`config.mk`:
```
export PLATFORM = sky130hd
export DESIGN_NAME = dda_line_rasterizer_flat
export DESIGN_NICKNAME = d
export VERILOG_FILES = /design/src/sv/dda_pkg.sv /design/src/sv/dda_req_if.sv /design/src/sv/dda_pix_if.sv /design/src/sv/dda_ctrl.sv /design/src/sv/dda_dp.sv /design/src/sv/dda_line_rasterizer.sv /design/src/flat_wrapper.sv
export SDC_FILE = /design/constraint.sdc
export NUM_CORES = 1
export LEC_CHECK = 0
export ABC_AREA = 1
export BUFFER_PORTS_ARGS = -buffer_cell sky130_fd_sc_hd__buf_4
export CORE_MARGIN = 10
export CORE_UTILIZATION = 67
export CTS_BUF_LIST = sky130_fd_sc_hd__clkbuf_4 sky130_fd_sc_hd__clkbuf_8
export DETAILED_ROUTE_END_ITERATION = 7
export PLACE_DENSITY = 0.86
export SLEW_MARGIN = 40
export SYNTH_ARGS = -nofsm -noshare
export SYNTH_HDL_FRONTEND = slang
export SYNTH_SLANG_ARGS = --single-unit
export TNS_END_PERCENT = 20
```
`constraint.sdc`:
```
create_clock -name clk -period 9.3 [get_ports clk]
set_input_delay 1.86 -clock clk [delete_from_list [all_inputs] [get_ports clk]]
set_output_delay 1.86 -clock clk [all_outputs]
set_load 0.01 [all_outputs]
```
`src/sv/dda_pkg.sv`:
```
package dda_pkg;

    localparam int COORD_BITS_DEF = 12;
    localparam int FRAC_BITS_DEF  = 16;

    localparam logic OP_START   = 1'b0;
    localparam logic OP_ADVANCE = 1'b1;

    // controller -> datapath
    typedef struct packed {
        logic load;         // latch endpoints, differences and step count
        logic div_step;     // one restoring division step on both axes
        logic div_shift;    // shift the partial remainder before the step
        logic emit_start;   // set increments, emit the start pixel
        logic advance;      // step both accumulators, emit a pixel
        logic idle_result;  // emit an empty result
    } dda_cmd_t;

    // datapath -> controller
    typedef struct packed {
        logic active;
    } dda_stat_t;

endpackage

```
`src/sv/dda_req_if.sv`:
```
interface dda_req_if #(
    parameter int COORD_BITS = dda_pkg::COORD_BITS_DEF
) ();
    logic                         valid;
    logic                         ready;
    logic                         op;
    logic signed [COORD_BITS-1:0] start_x;
    logic signed [COORD_BITS-1:0] start_y;
    logic signed [COORD_BITS-1:0] end_x;
    logic signed [COORD_BITS-1:0] end_y;

    modport source (
        output valid, op, start_x, start_y, end_x, end_y,
        input  ready
    );
    modport sink (
        input  valid, op, start_x, start_y, end_x, end_y,
        output ready
    );
endinterface

```
`src/sv/dda_pix_if.sv`:
```
interface dda_pix_if #(
    parameter int COORD_BITS = dda_pkg::COORD_BITS_DEF
) ();
    logic                         valid;
    logic                         ready;
    logic signed [COORD_BITS-1:0] pixel_x;
    logic signed [COORD_BITS-1:0] pixel_y;
    logic                         pixel_valid;
    logic                         last_pixel;

    modport source (
        output valid, pixel_x, pixel_y, pixel_valid, last_pixel,
        input  ready
    );
    modport sink (
        input  valid, pixel_x, pixel_y, pixel_valid, last_pixel,
        output ready
    );
endinterface

```
`src/sv/dda_ctrl.sv`:
```
module dda_ctrl #(
    parameter int FRAC_BITS = dda_pkg::FRAC_BITS_DEF
) (
    input  logic              clk,
    input  logic              rst_n,
    input  logic              req_valid,
    input  logic              req_op,
    output logic              req_ready,
    output logic              pix_valid,
    input  logic              pix_ready,
    output dda_pkg::dda_cmd_t cmd,
    input  dda_pkg::dda_stat_t stat
);
    localparam int CNT_W = $clog2(FRAC_BITS + 1);
    localparam logic [CNT_W-1:0] CNT_LAST = CNT_W'(FRAC_BITS);

    typedef enum logic [2:0] {
        S_READY = 3'b001,
        S_DIV   = 3'b010,
        S_EMIT  = 3'b100
    } state_t;

    state_t           state_reg, state_next;
    logic [CNT_W-1:0] cnt_reg, cnt_next;
    logic             out_valid_reg, out_valid_next;
    logic             slot_free;
    logic             accept;
    logic             out_load;

    assign slot_free = !out_valid_reg || pix_ready;
    assign req_ready = (state_reg == S_READY) && slot_free;
    assign accept    = req_valid && req_ready;
    assign pix_valid = out_valid_reg;

    always_comb
    begin
        state_next = state_reg;
        cnt_next   = cnt_reg;
        out_load   = 1'b0;
        cmd        = '0;
        case (state_reg)
            S_READY:
            begin
                if (accept)
                begin
                    if (req_op == dda_pkg::OP_START)
                    begin
                        cmd.load   = 1'b1;
                        cnt_next   = '0;
                        state_next = S_DIV;
                    end
                    else if (stat.active)
                    begin
                        cmd.advance = 1'b1;
                        out_load    = 1'b1;
                    end
                    else
                    begin
                        cmd.idle_result = 1'b1;
                        out_load        = 1'b1;
                    end
                end
            end
            S_DIV:
            begin
                cmd.div_step  = 1'b1;
                cmd.div_shift = (cnt_reg != '0);
                if (cnt_reg == CNT_LAST)
                begin
                    cnt_next   = '0;
                    state_next = S_EMIT;
                end
                else
                begin
                    cnt_next = cnt_reg + CNT_W'(1);
                end
            end
            S_EMIT:
            begin
                if (slot_free)
                begin
                    cmd.emit_start = 1'b1;
                    out_load       = 1'b1;
                    state_next     = S_READY;
                end
            end
            default:
            begin
                state_next = S_READY;
                cnt_next   = '0;
            end
        endcase
    end

    always_comb
    begin
        if (out_load)
            out_valid_next = 1'b1;
        else if (pix_ready)
            out_valid_next = 1'b0;
        else
            out_valid_next = out_valid_reg;
    end

    always_ff @(posedge clk or negedge rst_n)
    begin
        if (!rst_n)
        begin
            state_reg     <= S_READY;
            cnt_reg       <= '0;
            out_valid_reg <= 1'b0;
        end
        else
        begin
            state_reg     <= state_next;
            cnt_reg       <= cnt_next;
            out_valid_reg <= out_valid_next;
        end
    end

    a_cnt_only_in_div: assert property (@(posedge clk) disable iff (!rst_n)
        cnt_reg != '0 |-> state_reg == S_DIV)
        else $error("division counter running outside division");

    a_start_enters_div: assert property (@(posedge clk) disable iff (!rst_n)
        req_valid && req_ready && req_op == dda_pkg::OP_START |=> state_reg == S_DIV)
        else $error("start request did not enter division");

    a_emit_loads_out: assert property (@(posedge clk) disable iff (!rst_n)
        state_reg == S_EMIT && slot_free |=> out_valid_reg && state_reg == S_READY)
        else $error("start pixel not emitted");

    a_busy_not_ready: assert property (@(posedge clk) disable iff (!rst_n)
        state_reg != S_READY |-> !req_ready)
        else $error("request taken while dividing");
endmodule

```
`src/sv/dda_dp.sv`:
```
module dda_dp #(
    parameter int COORD_BITS = dda_pkg::COORD_BITS_DEF,
    parameter int FRAC_BITS  = dda_pkg::FRAC_BITS_DEF
) (
    input  logic                         clk,
    input  logic                         rst_n,
    input  dda_pkg::dda_cmd_t            cmd,
    output dda_pkg::dda_stat_t           stat,
    input  logic signed [COORD_BITS-1:0] start_x,
    input  logic signed [COORD_BITS-1:0] start_y,
    input  logic signed [COORD_BITS-1:0] end_x,
    input  logic signed [COORD_BITS-1:0] end_y,
    output logic signed [COORD_BITS-1:0] pixel_x,
    output logic signed [COORD_BITS-1:0] pixel_y,
    output logic                         pixel_valid,
    output logic                         last_pixel
);
    localparam int C   = COORD_BITS;
    localparam int F   = FRAC_BITS;
    localparam int AW  = C + F + 1;   // accumulator
    localparam int IW  = F + 2;       // increment
    localparam int DFW = C + 1;       // endpoint difference
    localparam int SW  = C;           // step count, |difference|
    localparam int RW  = C + 1;       // partial remainder
    localparam int QW  = F + 1;       // quotient magnitude
    localparam logic [AW-1:0] HALF = AW'(1) << (F - 1);

    function automatic logic [C-1:0] round_pix(input logic signed [AW-1:0] a);
        logic signed [AW-1:0] t;
        logic signed [AW-1:0] sh;
        logic [C-1:0]         r;
        t  = a + $signed(HALF);
        sh = t >>> F;
        r  = sh[C-1:0];
        // floor of a negative sum with a fraction is one below toward-zero
        if (t[AW-1] && (t[F-1:0] != '0))
            r = r + C'(1);
        return r;
    endfunction

    logic signed [AW-1:0] acc_x_reg, acc_y_reg;
    logic signed [IW-1:0] inc_x_reg, inc_y_reg;
    logic [SW-1:0]        steps_reg;
    logic [SW-1:0]        steps_left_reg;
    logic                 active_reg;
    logic [RW-1:0]        rem_x_reg, rem_y_reg;
    logic [QW-1:0]        q_x_reg, q_y_reg;
    logic                 neg_x_reg, neg_y_reg;
    logic [C-1:0]         pix_x_reg, pix_y_reg;
    logic                 pix_valid_reg, last_reg;

    logic signed [DFW-1:0] x0_ext, y0_ext, dx, dy, dx_abs, dy_abs;
    logic [SW-1:0]         ax, ay, steps_new;
    logic [RW-1:0]         div_s, rx_sh, ry_sh, rx_next, ry_next;
    logic                  gex, gey;
    logic signed [IW-1:0]  qx_ext, qy_ext, inc_x_new, inc_y_new;
    logic signed [AW-1:0]  acc_x_sum, acc_y_sum, acc_x_pix, acc_y_pix;

    // endpoint differences and step count
    assign x0_ext    = DFW'(start_x);
    assign y0_ext    = DFW'(start_y);
    assign dx        = DFW'(end_x) - x0_ext;
    assign dy        = DFW'(end_y) - y0_ext;
    assign dx_abs    = dx[DFW-1] ? -dx : dx;
    assign dy_abs    = dy[DFW-1] ? -dy : dy;
    assign ax        = dx_abs[SW-1:0];
    assign ay        = dy_abs[SW-1:0];
    assign steps_new = (ax > ay) ? ax : ay;

    // restoring division, one quotient bit per axis per cycle
    assign div_s   = {1'b0, steps_reg};
    assign rx_sh   = cmd.div_shift ? {rem_x_reg[RW-2:0], 1'b0} : rem_x_reg;
    assign ry_sh   = cmd.div_shift ? {rem_y_reg[RW-2:0], 1'b0} : rem_y_reg;
    assign gex     = rx_sh >= div_s;
    assign gey     = ry_sh >= div_s;
    assign rx_next = gex ? rx_sh - div_s : rx_sh;
    assign ry_next = gey ? ry_sh - div_s : ry_sh;

    assign qx_ext    = $signed({1'b0, q_x_reg});
    assign qy_ext    = $signed({1'b0, q_y_reg});
    assign inc_x_new = (steps_reg == '0) ? '0 : (neg_x_reg ? -qx_ext : qx_ext);
    assign inc_y_new = (steps_reg == '0) ? '0 : (neg_y_reg ? -qy_ext : qy_ext);

    assign acc_x_sum = acc_x_reg + {{(AW-IW){inc_x_reg[IW-1]}}, inc_x_reg};
    assign acc_y_sum = acc_y_reg + {{(AW-IW){inc_y_reg[IW-1]}}, inc_y_reg};
    assign acc_x_pix = cmd.advance ? acc_x_sum : acc_x_reg;
    assign acc_y_pix = cmd.advance ? acc_y_sum : acc_y_reg;

    always_ff @(posedge clk or negedge rst_n)
    begin
        if (!rst_n)
        begin
            active_reg     <= 1'b0;
            steps_left_reg <= '0;
        end
        else if (cmd.emit_start)
        begin
            active_reg     <= (steps_reg != '0);
            steps_left_reg <= steps_reg;
        end
        else if (cmd.advance)
        begin
            active_reg     <= (steps_left_reg != SW'(1));
            steps_left_reg <= steps_left_reg - SW'(1);
        end
    end

    always_ff @(posedge clk)
    begin
        if (cmd.load)
        begin
            acc_x_reg <= {x0_ext, {F{1'b0}}};
            acc_y_reg <= {y0_ext, {F{1'b0}}};
            steps_reg <= steps_new;
            rem_x_reg <= {1'b0, ax};
            rem_y_reg <= {1'b0, ay};
            q_x_reg   <= '0;
            q_y_reg   <= '0;
            neg_x_reg <= dx[DFW-1];
            neg_y_reg <= dy[DFW-1];
        end
        if (cmd.div_step)
        begin
            rem_x_reg <= rx_next;
            rem_y_reg <= ry_next;
            q_x_reg   <= {q_x_reg[QW-2:0], gex};
            q_y_reg   <= {q_y_reg[QW-2:0], gey};
        end
        if (cmd.emit_start)
        begin
            inc_x_reg <= inc_x_new;
            inc_y_reg <= inc_y_new;
        end
        if (cmd.advance)
        begin
            acc_x_reg <= acc_x_sum;
            acc_y_reg <= acc_y_sum;
        end
        if (cmd.emit_start || cmd.advance)
        begin
            pix_x_reg     <= round_pix(acc_x_pix);
            pix_y_reg     <= round_pix(acc_y_pix);
            pix_valid_reg <= 1'b1;
            last_reg      <= cmd.emit_start ? (steps_reg == '0)
                                            : (steps_left_reg == SW'(1));
        end
        else if (cmd.idle_result)
        begin
            pix_x_reg     <= '0;
            pix_y_reg     <= '0;
            pix_valid_reg <= 1'b0;
            last_reg      <= 1'b0;
        end
    end

    assign stat.active  = active_reg;
    assign pixel_x      = $signed(pix_x_reg);
    assign pixel_y      = $signed(pix_y_reg);
    assign pixel_valid  = pix_valid_reg;
    assign last_pixel   = last_reg;
endmodule

```
`src/sv/dda_line_rasterizer.sv`:
```
// Start request: endpoints are latched on acceptance, then FRAC_BITS+1 restoring
// division steps run and the start pixel is emitted once the output slot is free.
// No request is taken while the division runs.
// Advance request: one per cycle while the output is not stalled, result presented the cycle after acceptance.
// Reset (rst_n low, asynchronous) leaves the block idle with no result pending.
module dda_line_rasterizer #(
    parameter int COORD_BITS = dda_pkg::COORD_BITS_DEF,
    parameter int FRAC_BITS  = dda_pkg::FRAC_BITS_DEF
) (
    input logic      clk,
    input logic      rst_n,
    dda_req_if.sink  req,
    dda_pix_if.source pix
);
    dda_pkg::dda_cmd_t  cmd;
    dda_pkg::dda_stat_t stat;

    dda_ctrl #(
        .FRAC_BITS (FRAC_BITS)
    ) u_ctrl (
        .clk       (clk),
        .rst_n     (rst_n),
        .req_valid (req.valid),
        .req_op    (req.op),
        .req_ready (req.ready),
        .pix_valid (pix.valid),
        .pix_ready (pix.ready),
        .cmd       (cmd),
        .stat      (stat)
    );

    dda_dp #(
        .COORD_BITS (COORD_BITS),
        .FRAC_BITS  (FRAC_BITS)
    ) u_dp (
        .clk         (clk),
        .rst_n       (rst_n),
        .cmd         (cmd),
        .stat        (stat),
        .start_x     (req.start_x),
        .start_y     (req.start_y),
        .end_x       (req.end_x),
        .end_y       (req.end_y),
        .pixel_x     (pix.pixel_x),
        .pixel_y     (pix.pixel_y),
        .pixel_valid (pix.pixel_valid),
        .last_pixel  (pix.last_pixel)
    );
endmodule
```
`src/flat_wrapper.sv`:
```
// flat-port wrapper written by rule: the top's interface ports become plain ports
module dda_line_rasterizer_flat 
#(
    parameter int COORD_BITS = dda_pkg::COORD_BITS_DEF,
    parameter int FRAC_BITS  = dda_pkg::FRAC_BITS_DEF
)
  (clk, rst_n, req_valid, req_op, req_start_x, req_start_y, req_end_x, req_end_y, req_ready, pix_valid, pix_pixel_x, pix_pixel_y, pix_pixel_valid, pix_last_pixel, pix_ready);
  dda_req_if #(.COORD_BITS(COORD_BITS)) req_i ();
  dda_pix_if #(.COORD_BITS(COORD_BITS)) pix_i ();
  input logic clk;
  input logic rst_n;
  input wire logic [$bits(req_i.valid)-1:0] req_valid;
  input wire logic [$bits(req_i.op)-1:0] req_op;
  input wire logic [$bits(req_i.start_x)-1:0] req_start_x;
  input wire logic [$bits(req_i.start_y)-1:0] req_start_y;
  input wire logic [$bits(req_i.end_x)-1:0] req_end_x;
  input wire logic [$bits(req_i.end_y)-1:0] req_end_y;
  output wire logic [$bits(req_i.ready)-1:0] req_ready;
  output wire logic [$bits(pix_i.valid)-1:0] pix_valid;
  output wire logic [$bits(pix_i.pixel_x)-1:0] pix_pixel_x;
  output wire logic [$bits(pix_i.pixel_y)-1:0] pix_pixel_y;
  output wire logic [$bits(pix_i.pixel_valid)-1:0] pix_pixel_valid;
  output wire logic [$bits(pix_i.last_pixel)-1:0] pix_last_pixel;
  input wire logic [$bits(pix_i.ready)-1:0] pix_ready;
  assign req_i.valid = req_valid;
  assign req_i.op = req_op;
  assign req_i.start_x = req_start_x;
  assign req_i.start_y = req_start_y;
  assign req_i.end_x = req_end_x;
  assign req_i.end_y = req_end_y;
  assign req_ready = req_i.ready;
  assign pix_valid = pix_i.valid;
  assign pix_pixel_x = pix_i.pixel_x;
  assign pix_pixel_y = pix_i.pixel_y;
  assign pix_pixel_valid = pix_i.pixel_valid;
  assign pix_last_pixel = pix_i.last_pixel;
  assign pix_i.ready = pix_ready;
  dda_line_rasterizer #(.COORD_BITS(COORD_BITS), .FRAC_BITS(FRAC_BITS)) u_core (.clk(clk), .rst_n(rst_n), .req(req_i), .pix(pix_i));
endmodule
```
After elaboration in Yosys (flattened, before gate mapping)
Cells that the tools add are included.

storage, ports and cells
  bits in registers = 216
  input port bits = 53
  output and inout port bits = 28

cells by class
  add/subtract/negate cells = 16
  $lt $le $gt $ge = 3
  eq/ne operators = 10
  multiplexer cells = 59
  bitwise logic cells = 3
  reduce and logical (&&, ||, !) cells = 21

operator list
  operator                count
  $mux 29                 6
  $mux 12                 10
  $mux 13                 8
  $mux 17                 5
  $add 29x17->29 const B  2
  $add 29x29->29          2
  $neg 17->18             2
  $reduce_bool 16->1      2
  $ge 13x12->1            2
  $sub 12x12->13          2
  $sub 13x12->13          2
  $add 12x1->12 const B   2
  $neg 12->12             2
  $mux 1                  16
  $mux 5                  3
  $pmux 5 s3              1
  $eq 12x1->1 const B     1
  $gt 12x12->1            1
  $logic_not 12->1        1
  $mux 3                  4
  $ne 12x1->1 const B     1
  $reduce_bool 12->1      1
  $sub 12x1->12 const B   1
  $reduce_bool 2->1       5
  17 further kinds        30

Depth between registers and ports, before layout
  word-level depth = 12
  gate-level depth with buffers = 30
  depth with buffers taken out = 29

Modules after synthesis
A second synthesis with hierarchy kept.

unflattened totals
  cells, all modules = 2700
  area, all modules = 18970.7 µm²

modules (own cells, without submodules)
  module    instances  cells each  area an instance (µm²)
  dda_dp    1          2629        18398.9
  dda_ctrl  1          71          571.8

Least setup slack after synthesis
Ideal clock, no wire load.

  path kind = in2reg
  start point = in req_end_x[0]
  end point = reg u_core.u_dp.steps_reg[10] (data pin)
  library setup time = 0.267 ns
  arrival time = 5.489 ns
  setup slack = 3.544 ns
  stages = 23
  cells stage by stage = inv_1 ha_1 fa_1 nor3_1 o21ai_1 o211ai_1 a21oi_1 o21bai_1 nand2_1 a22oi_2 inv_1 nand2_1 xor2_1 inv_1 ha_1 a21oi_1 o21a_1 o221ai_1 o22ai_1 inv_1 buf_1 nand2_1 o21ai_0

RTL lines
  what                           RTL line            text
  start: declaration             flat_wrapper.sv:16  input wire logic [$bits(req_i.end_x)-1:0] req_end_x;
  $sub 12x12->13 *               dda_dp.sv:62        assign dx = DFW'(end_x) - x0_ext;
  net u_core.u_dp.dx[12]         dda_dp.sv:52        logic signed [DFW-1:0] x0_ext, y0_ext, dx, dy, dx_abs, dy_abs;
  $mux 12 *                      dda_dp.sv:64        assign dx_abs = dx[DFW-1] ? -dx : dx;
  $gt 12x12->1                   dda_dp.sv:68        assign steps_new = (ax > ay) ? ax : ay;
  $mux 12 *                      dda_dp.sv:68
  net u_core.u_dp.steps_new[10]  dda_dp.sv:53        logic [SW-1:0] ax, ay, steps_new;
  end signal: assignment         dda_dp.sv:114       steps_reg <= steps_new;
  end: declaration               dda_dp.sv:43        logic [SW-1:0] steps_reg;

The timed path passes the listed nets; every way through them passes the cells marked *.
A chain may end at the register's enable or synchronous reset.

Final worst setup path
  start point = in req_start_y[0]
  end point = reg u_core.u_dp.steps_reg[2] (data pin)

RTL lines
  what                          RTL line            text
  start: declaration            flat_wrapper.sv:15  input wire logic [$bits(req_i.start_y)-1:0] req_start_y;
  $sub 12x12->13 *              dda_dp.sv:63        assign dy = DFW'(end_y) - y0_ext;
  net u_core.u_dp.dy[12]        dda_dp.sv:52
  $mux 12 *                     dda_dp.sv:65        assign dy_abs = dy[DFW-1] ? -dy : dy;
  $gt 12x12->1                  dda_dp.sv:68
  $mux 12 *                     dda_dp.sv:68
  net u_core.u_dp.steps_new[2]  dda_dp.sv:53

Marked as above.

==> qor.yml <==
sta:
  grt_setup_unrepaired: "no"
  layout_min_cycle_time_ns: 6.10
  achievable-frequency_mhz: 164
  finalHoldViolations: 0
  final_max_slew_viol_count: 0
  setup_ws_ns: 3.20
  setup_total_negative_slack_ns: 0
  report.final.setup_viol: 0
  worst_pin_slew_ns: 0.867
  skew_ns: 0.0200
  final.period_utilization_pct: 65.5
  worst_slew_margin_rel_pct: 42.0
power_and_ir_drop:
  power.share.sequential_pct: 30.4
  power.switching_mw: 2.28
  comb_power_share_pct: 50.5
  pwr-share-clk_pct: 19.1
  switching_share_pct: 45.4
  powerDensity_nw_per_um2: 247
  irDropWorstVdd_mv: 0.201
  p_leak_nw: 10.1
  power_report.internal_total_mw: 2.74
setup_path:
  timing.critical_path.buf_inv: 5
  r2r-start: "u_core.u_ctrl.cnt_reg[0]$_DFFE_PN0P_"
  path_delay_family: "compound AO/OA/AOI/OAI gates"
  timing.critical_path.from_type: "input pin"
  worst_path_largest_cell_delay_ns: 0.48
  r2r_cells: 23
  worst_ep_required_time_ns: 9.57
  reg2reg_setup_slack_ns: 4.32
  critical_path_arrival_ns: 6.36
  crit_path_kind: "in -> reg"
  capture_point_of_the_worst_reg_to_reg_path: "u_core.u_dp.rem_y_reg[6]$_DFFE_PP_"
  cp_max_fo: 16
  critical_path.most_common_cell: "sky130_fd_sc_hd__nand2_1"
  timing.critical_path.to_type: "flop"
  crit_path_top_delay_cell: "sky130_fd_sc_hd__o22ai_1"
finish:
  fill_cells: 2083
  antennaDiodeCount: 0
  final_common_cell: "sky130_fd_sc_hd__nand2_1"
  mostFrequentLayoutCells: "736 x sky130_fd_sc_hd__nand2_1, 439 x sky130_fd_sc_hd__inv_1, 242 x sky130_fd_sc_hd__nor2_1, 193 x sky130_fd_sc_hd__edfxtp_1, 151 x sky130_fd_sc_hd__nand3_1"
  syn_to_final_growth_pct: 9.45
  fin_nets: 2909
  final_layout_size_suffix_gt1_share_pct: 9.44
clocking:
  path_clk_slew_ns: 0.06
  h-tree-depth: 2
  cts-root-buf: "sky130_fd_sc_hd__clkbuf_8"
  cts_post_setup_buffers_inserted: 0
  clock_latency_ns: 0.55
  numCtsBuffers: 41
  ctsHoldBuffers: 0
  clock-sinks: 216
  cts_tree: "yes"
  cts_resized: 0
  clock_tree.buffer_depth: 3
yosys:
  yosysWarningCount: 0
  synth.lib_cells_used.distinct: 58
  mappedNetlistNets: 2820
  sequential_element_share_of_the_synthesized_area_pct: 34.2
  syn_area_per_cell_um2: 7.06
  async_set_or_reset_register_ratio_after_synthesis_pct: 10.2
  synth_edf_count: 193
  synth-xor-area-share_pct: 3.63
  synthAdderAreaFrac_pct: 9.26
  syn_inst: 2633
  share_of_synthesized_area_spent_on_multiplexers_pct: 0.108
  dominant_combinational_cell_family_by_area_after_synthesis: "simple AND/OR/NAND/NOR gates"
  syn-cell-area_um2: 18600
  ys_ff_latch: 216
  ys.flop_type: "sky130_fd_sc_hd__edfxtp_1"
  synthesized_area_fraction_occupied_by_ao_oa_aoi_and_oai_cells_pct: 10.8
  synth_simple_gate_area_share_pct: 31.5
place:
  place.detailed.hpwl_mm: 40.8
  pre_cts_ws_ns: 2.84
  port_buffers: 80
  gpl.final_weighted_congestion: 0.973
drt:
  routed_wirelength_mm: 53.4
  avgViaCountPerCell: 5.75
  detailroute.via_count: 18000
  drt_iter0_markers: 1579
  route.antenna.remaining_nets: 0
  drt_first_pass_iters: 6
  route.detailed.drc: 0
  avgRoutedWirePerCell_um: 17.1
flow_run:
  cap_viol_max_count: 0
grt:
  gr-usage-all-layers_pct: 29.9
  via_count_of_the_first_global_routing_pass: 17700
  wire_length_of_the_first_global_routing_pass_mm: 86.5
  antenna_found_initial: 0
  overflow: 0
  grt_max_degree: 59
die:
  num_rows: 60
  boundary_pins: 81
  fp.dieArea_um2: 34800
  core_area_um2: 27100
  die_h_um: 187
  initial_utilization_pct: 68.6
  die_w_um: 187
hold_path:
  hold-path-endpoint: "u_core.u_dp.pixel_valid$_SDFFE_PP1P_"
  min-delay-path-class: "reg -> reg"
  timing.hold.worst.start: "u_core.u_dp.pixel_valid$_SDFFE_PP1P_"
  hold_depth: 2
status:
  run_status: "finished clean"
per-layer routing:
metal	part of all wire (%)	vias up	global-route usage, %	wire length (um)
li1	-	8772	-	-
met1	40	8234	36.4	21500
met2	47	813	50.4	25100
met3	7.8	161	4.51	4190
met4	4.9	0	15.2	2600
met5	0	-	0	0
worst reg2reg max path, cell delays in order, from the launching register on:
cell                       delay (ns)
sky130_fd_sc_hd__dfrtp_1         0.42
sky130_fd_sc_hd__inv_1           0.07
sky130_fd_sc_hd__ha_1            0.21
sky130_fd_sc_hd__nand4_1         0.09
sky130_fd_sc_hd__nand2_1         0.05
sky130_fd_sc_hd__buf_4           0.24
sky130_fd_sc_hd__inv_1           0.66
sky130_fd_sc_hd__nand2_1         0.11
sky130_fd_sc_hd__nand2_1         0.12
sky130_fd_sc_hd__ha_1            0.28
sky130_fd_sc_hd__a21oi_1         0.16
sky130_fd_sc_hd__nand2_1         0.08
sky130_fd_sc_hd__nand2_1         0.08
sky130_fd_sc_hd__nand2_1         0.10
sky130_fd_sc_hd__a21oi_1         0.22
sky130_fd_sc_hd__o21ai_0         0.17
sky130_fd_sc_hd__nand2_1         0.10
sky130_fd_sc_hd__nand2_1         0.08
sky130_fd_sc_hd__a21oi_1         0.21
sky130_fd_sc_hd__o21ai_0         0.14
sky130_fd_sc_hd__nand2_1         0.10
sky130_fd_sc_hd__nand2_1         0.44
sky130_fd_sc_hd__o211ai_1        0.43
sky130_fd_sc_hd__o21ai_0         0.17
kinds of logic (layout without fill, tap and decap cells):
kind of cell	after synthesis	in the layout
AO/OA/AOI/OAI	357	357
XOR/XNOR	77	77
adder cells (fa/ha/maj)	134	134
buffers and inverters	497	619
flip-flops	216	216
multiplexers	2	2
AND/OR/NAND/NOR	1350	1350
cell usage after synthesis (7+ instances only):
library cell / instances / area, um2
sky130_fd_sc_hd__nor2_1: 243 / 912
sky130_fd_sc_hd__nand3b_1: 16 / 120
sky130_fd_sc_hd__o211ai_1: 12 / 90.1
sky130_fd_sc_hd__or2_2: 23 / 144
sky130_fd_sc_hd__a21oi_1: 134 / 671
sky130_fd_sc_hd__nand2_1: 739 / 2770
sky130_fd_sc_hd__nor2_4: 10 / 113
sky130_fd_sc_hd__nor3_1: 57 / 285
sky130_fd_sc_hd__nand4_1: 39 / 244
sky130_fd_sc_hd__buf_6: 7 / 78.8
sky130_fd_sc_hd__o21a_1: 19 / 143
sky130_fd_sc_hd__inv_2: 10 / 37.5
sky130_fd_sc_hd__xor2_1: 59 / 517
sky130_fd_sc_hd__nand2_2: 14 / 87.6
sky130_fd_sc_hd__and2_1: 8 / 50.1
sky130_fd_sc_hd__nor2_2: 20 / 125
sky130_fd_sc_hd__o21bai_1: 8 / 60.1
sky130_fd_sc_hd__nor4_1: 12 / 75.1
sky130_fd_sc_hd__edfxtp_1: 193 / 5800
sky130_fd_sc_hd__clkbuf_1: 30 / 113
sky130_fd_sc_hd__nand3_1: 151 / 756
sky130_fd_sc_hd__nand3_2: 8 / 80.1
sky130_fd_sc_hd__o21ai_0: 132 / 661
sky130_fd_sc_hd__xnor2_1: 18 / 158
sky130_fd_sc_hd__ha_1: 128 / 1600
sky130_fd_sc_hd__o221ai_1: 9 / 78.8
sky130_fd_sc_hd__dfrtp_1: 21 / 526
sky130_fd_sc_hd__inv_1: 439 / 1650
sky130_fd_sc_hd__o21ai_1: 13 / 65.1
power by group through the flow:
stage               sequential, mW  clock (mW)  combinational [mW]
finish                        1.53       0.960                2.53
floorplan                     1.50           0                1.88
detailed placement            1.53           0                2.46
CTS                           1.52       0.966                2.49
global placement              1.52           0                2.38
global route                  1.54        1.01                2.86
worst max-delay path by stage:
stage,startpoint,end,slack [ns],cells after the start
CTS,req_end_x[0],u_core.u_dp.steps_reg[2]$_DFFE_PP_,3.36,25
global placement,req_end_y[0],u_core.u_dp.steps_reg[1]$_DFFE_PP_,2.90,27
finish,req_start_y[0],u_core.u_dp.steps_reg[2]$_DFFE_PP_,3.20,26
global route,req_end_y[0],u_core.u_dp.steps_reg[5]$_DFFE_PP_,2.74,27
detailed placement,req_end_x[0],u_core.u_dp.steps_reg[2]$_DFFE_PP_,2.84,25
floorplan,req_end_x[0],u_core.u_dp.steps_reg[10]$_DFFE_PP_,3.54,23
area by class of cell:
class	count	area, um2	area share [%]
multi-input cells	1920	10300	50.6
flip-flops and latches	216	6370	31.3
inverters	453	1700	8.37
clock buffers	58	723	3.55
repair buffers	90	679	3.34
well taps	372	465	2.29
clock inverters	18	121	0.596
through the flow:
step | hold slack (ns) | area (um2) | power [mW] | utilization, % | instances
2_1_floorplan | 0.475 | 18600 | 3.38 | - | 2633
3_3_place_gp | 0.450 | 19500 | 3.90 | 72.0 | 3051
3_5_place_dp | 0.469 | 19500 | 3.99 | 72.0 | 3051
4_1_cts | 0.483 | 20400 | 4.97 | 75.1 | 3127
5_1_grt | 0.508 | 20400 | 5.42 | 75.1 | 3127
6_report | 0.487 | 20400 | 5.02 | 75.1 | 3127
(Power assumes the default switching activity.)
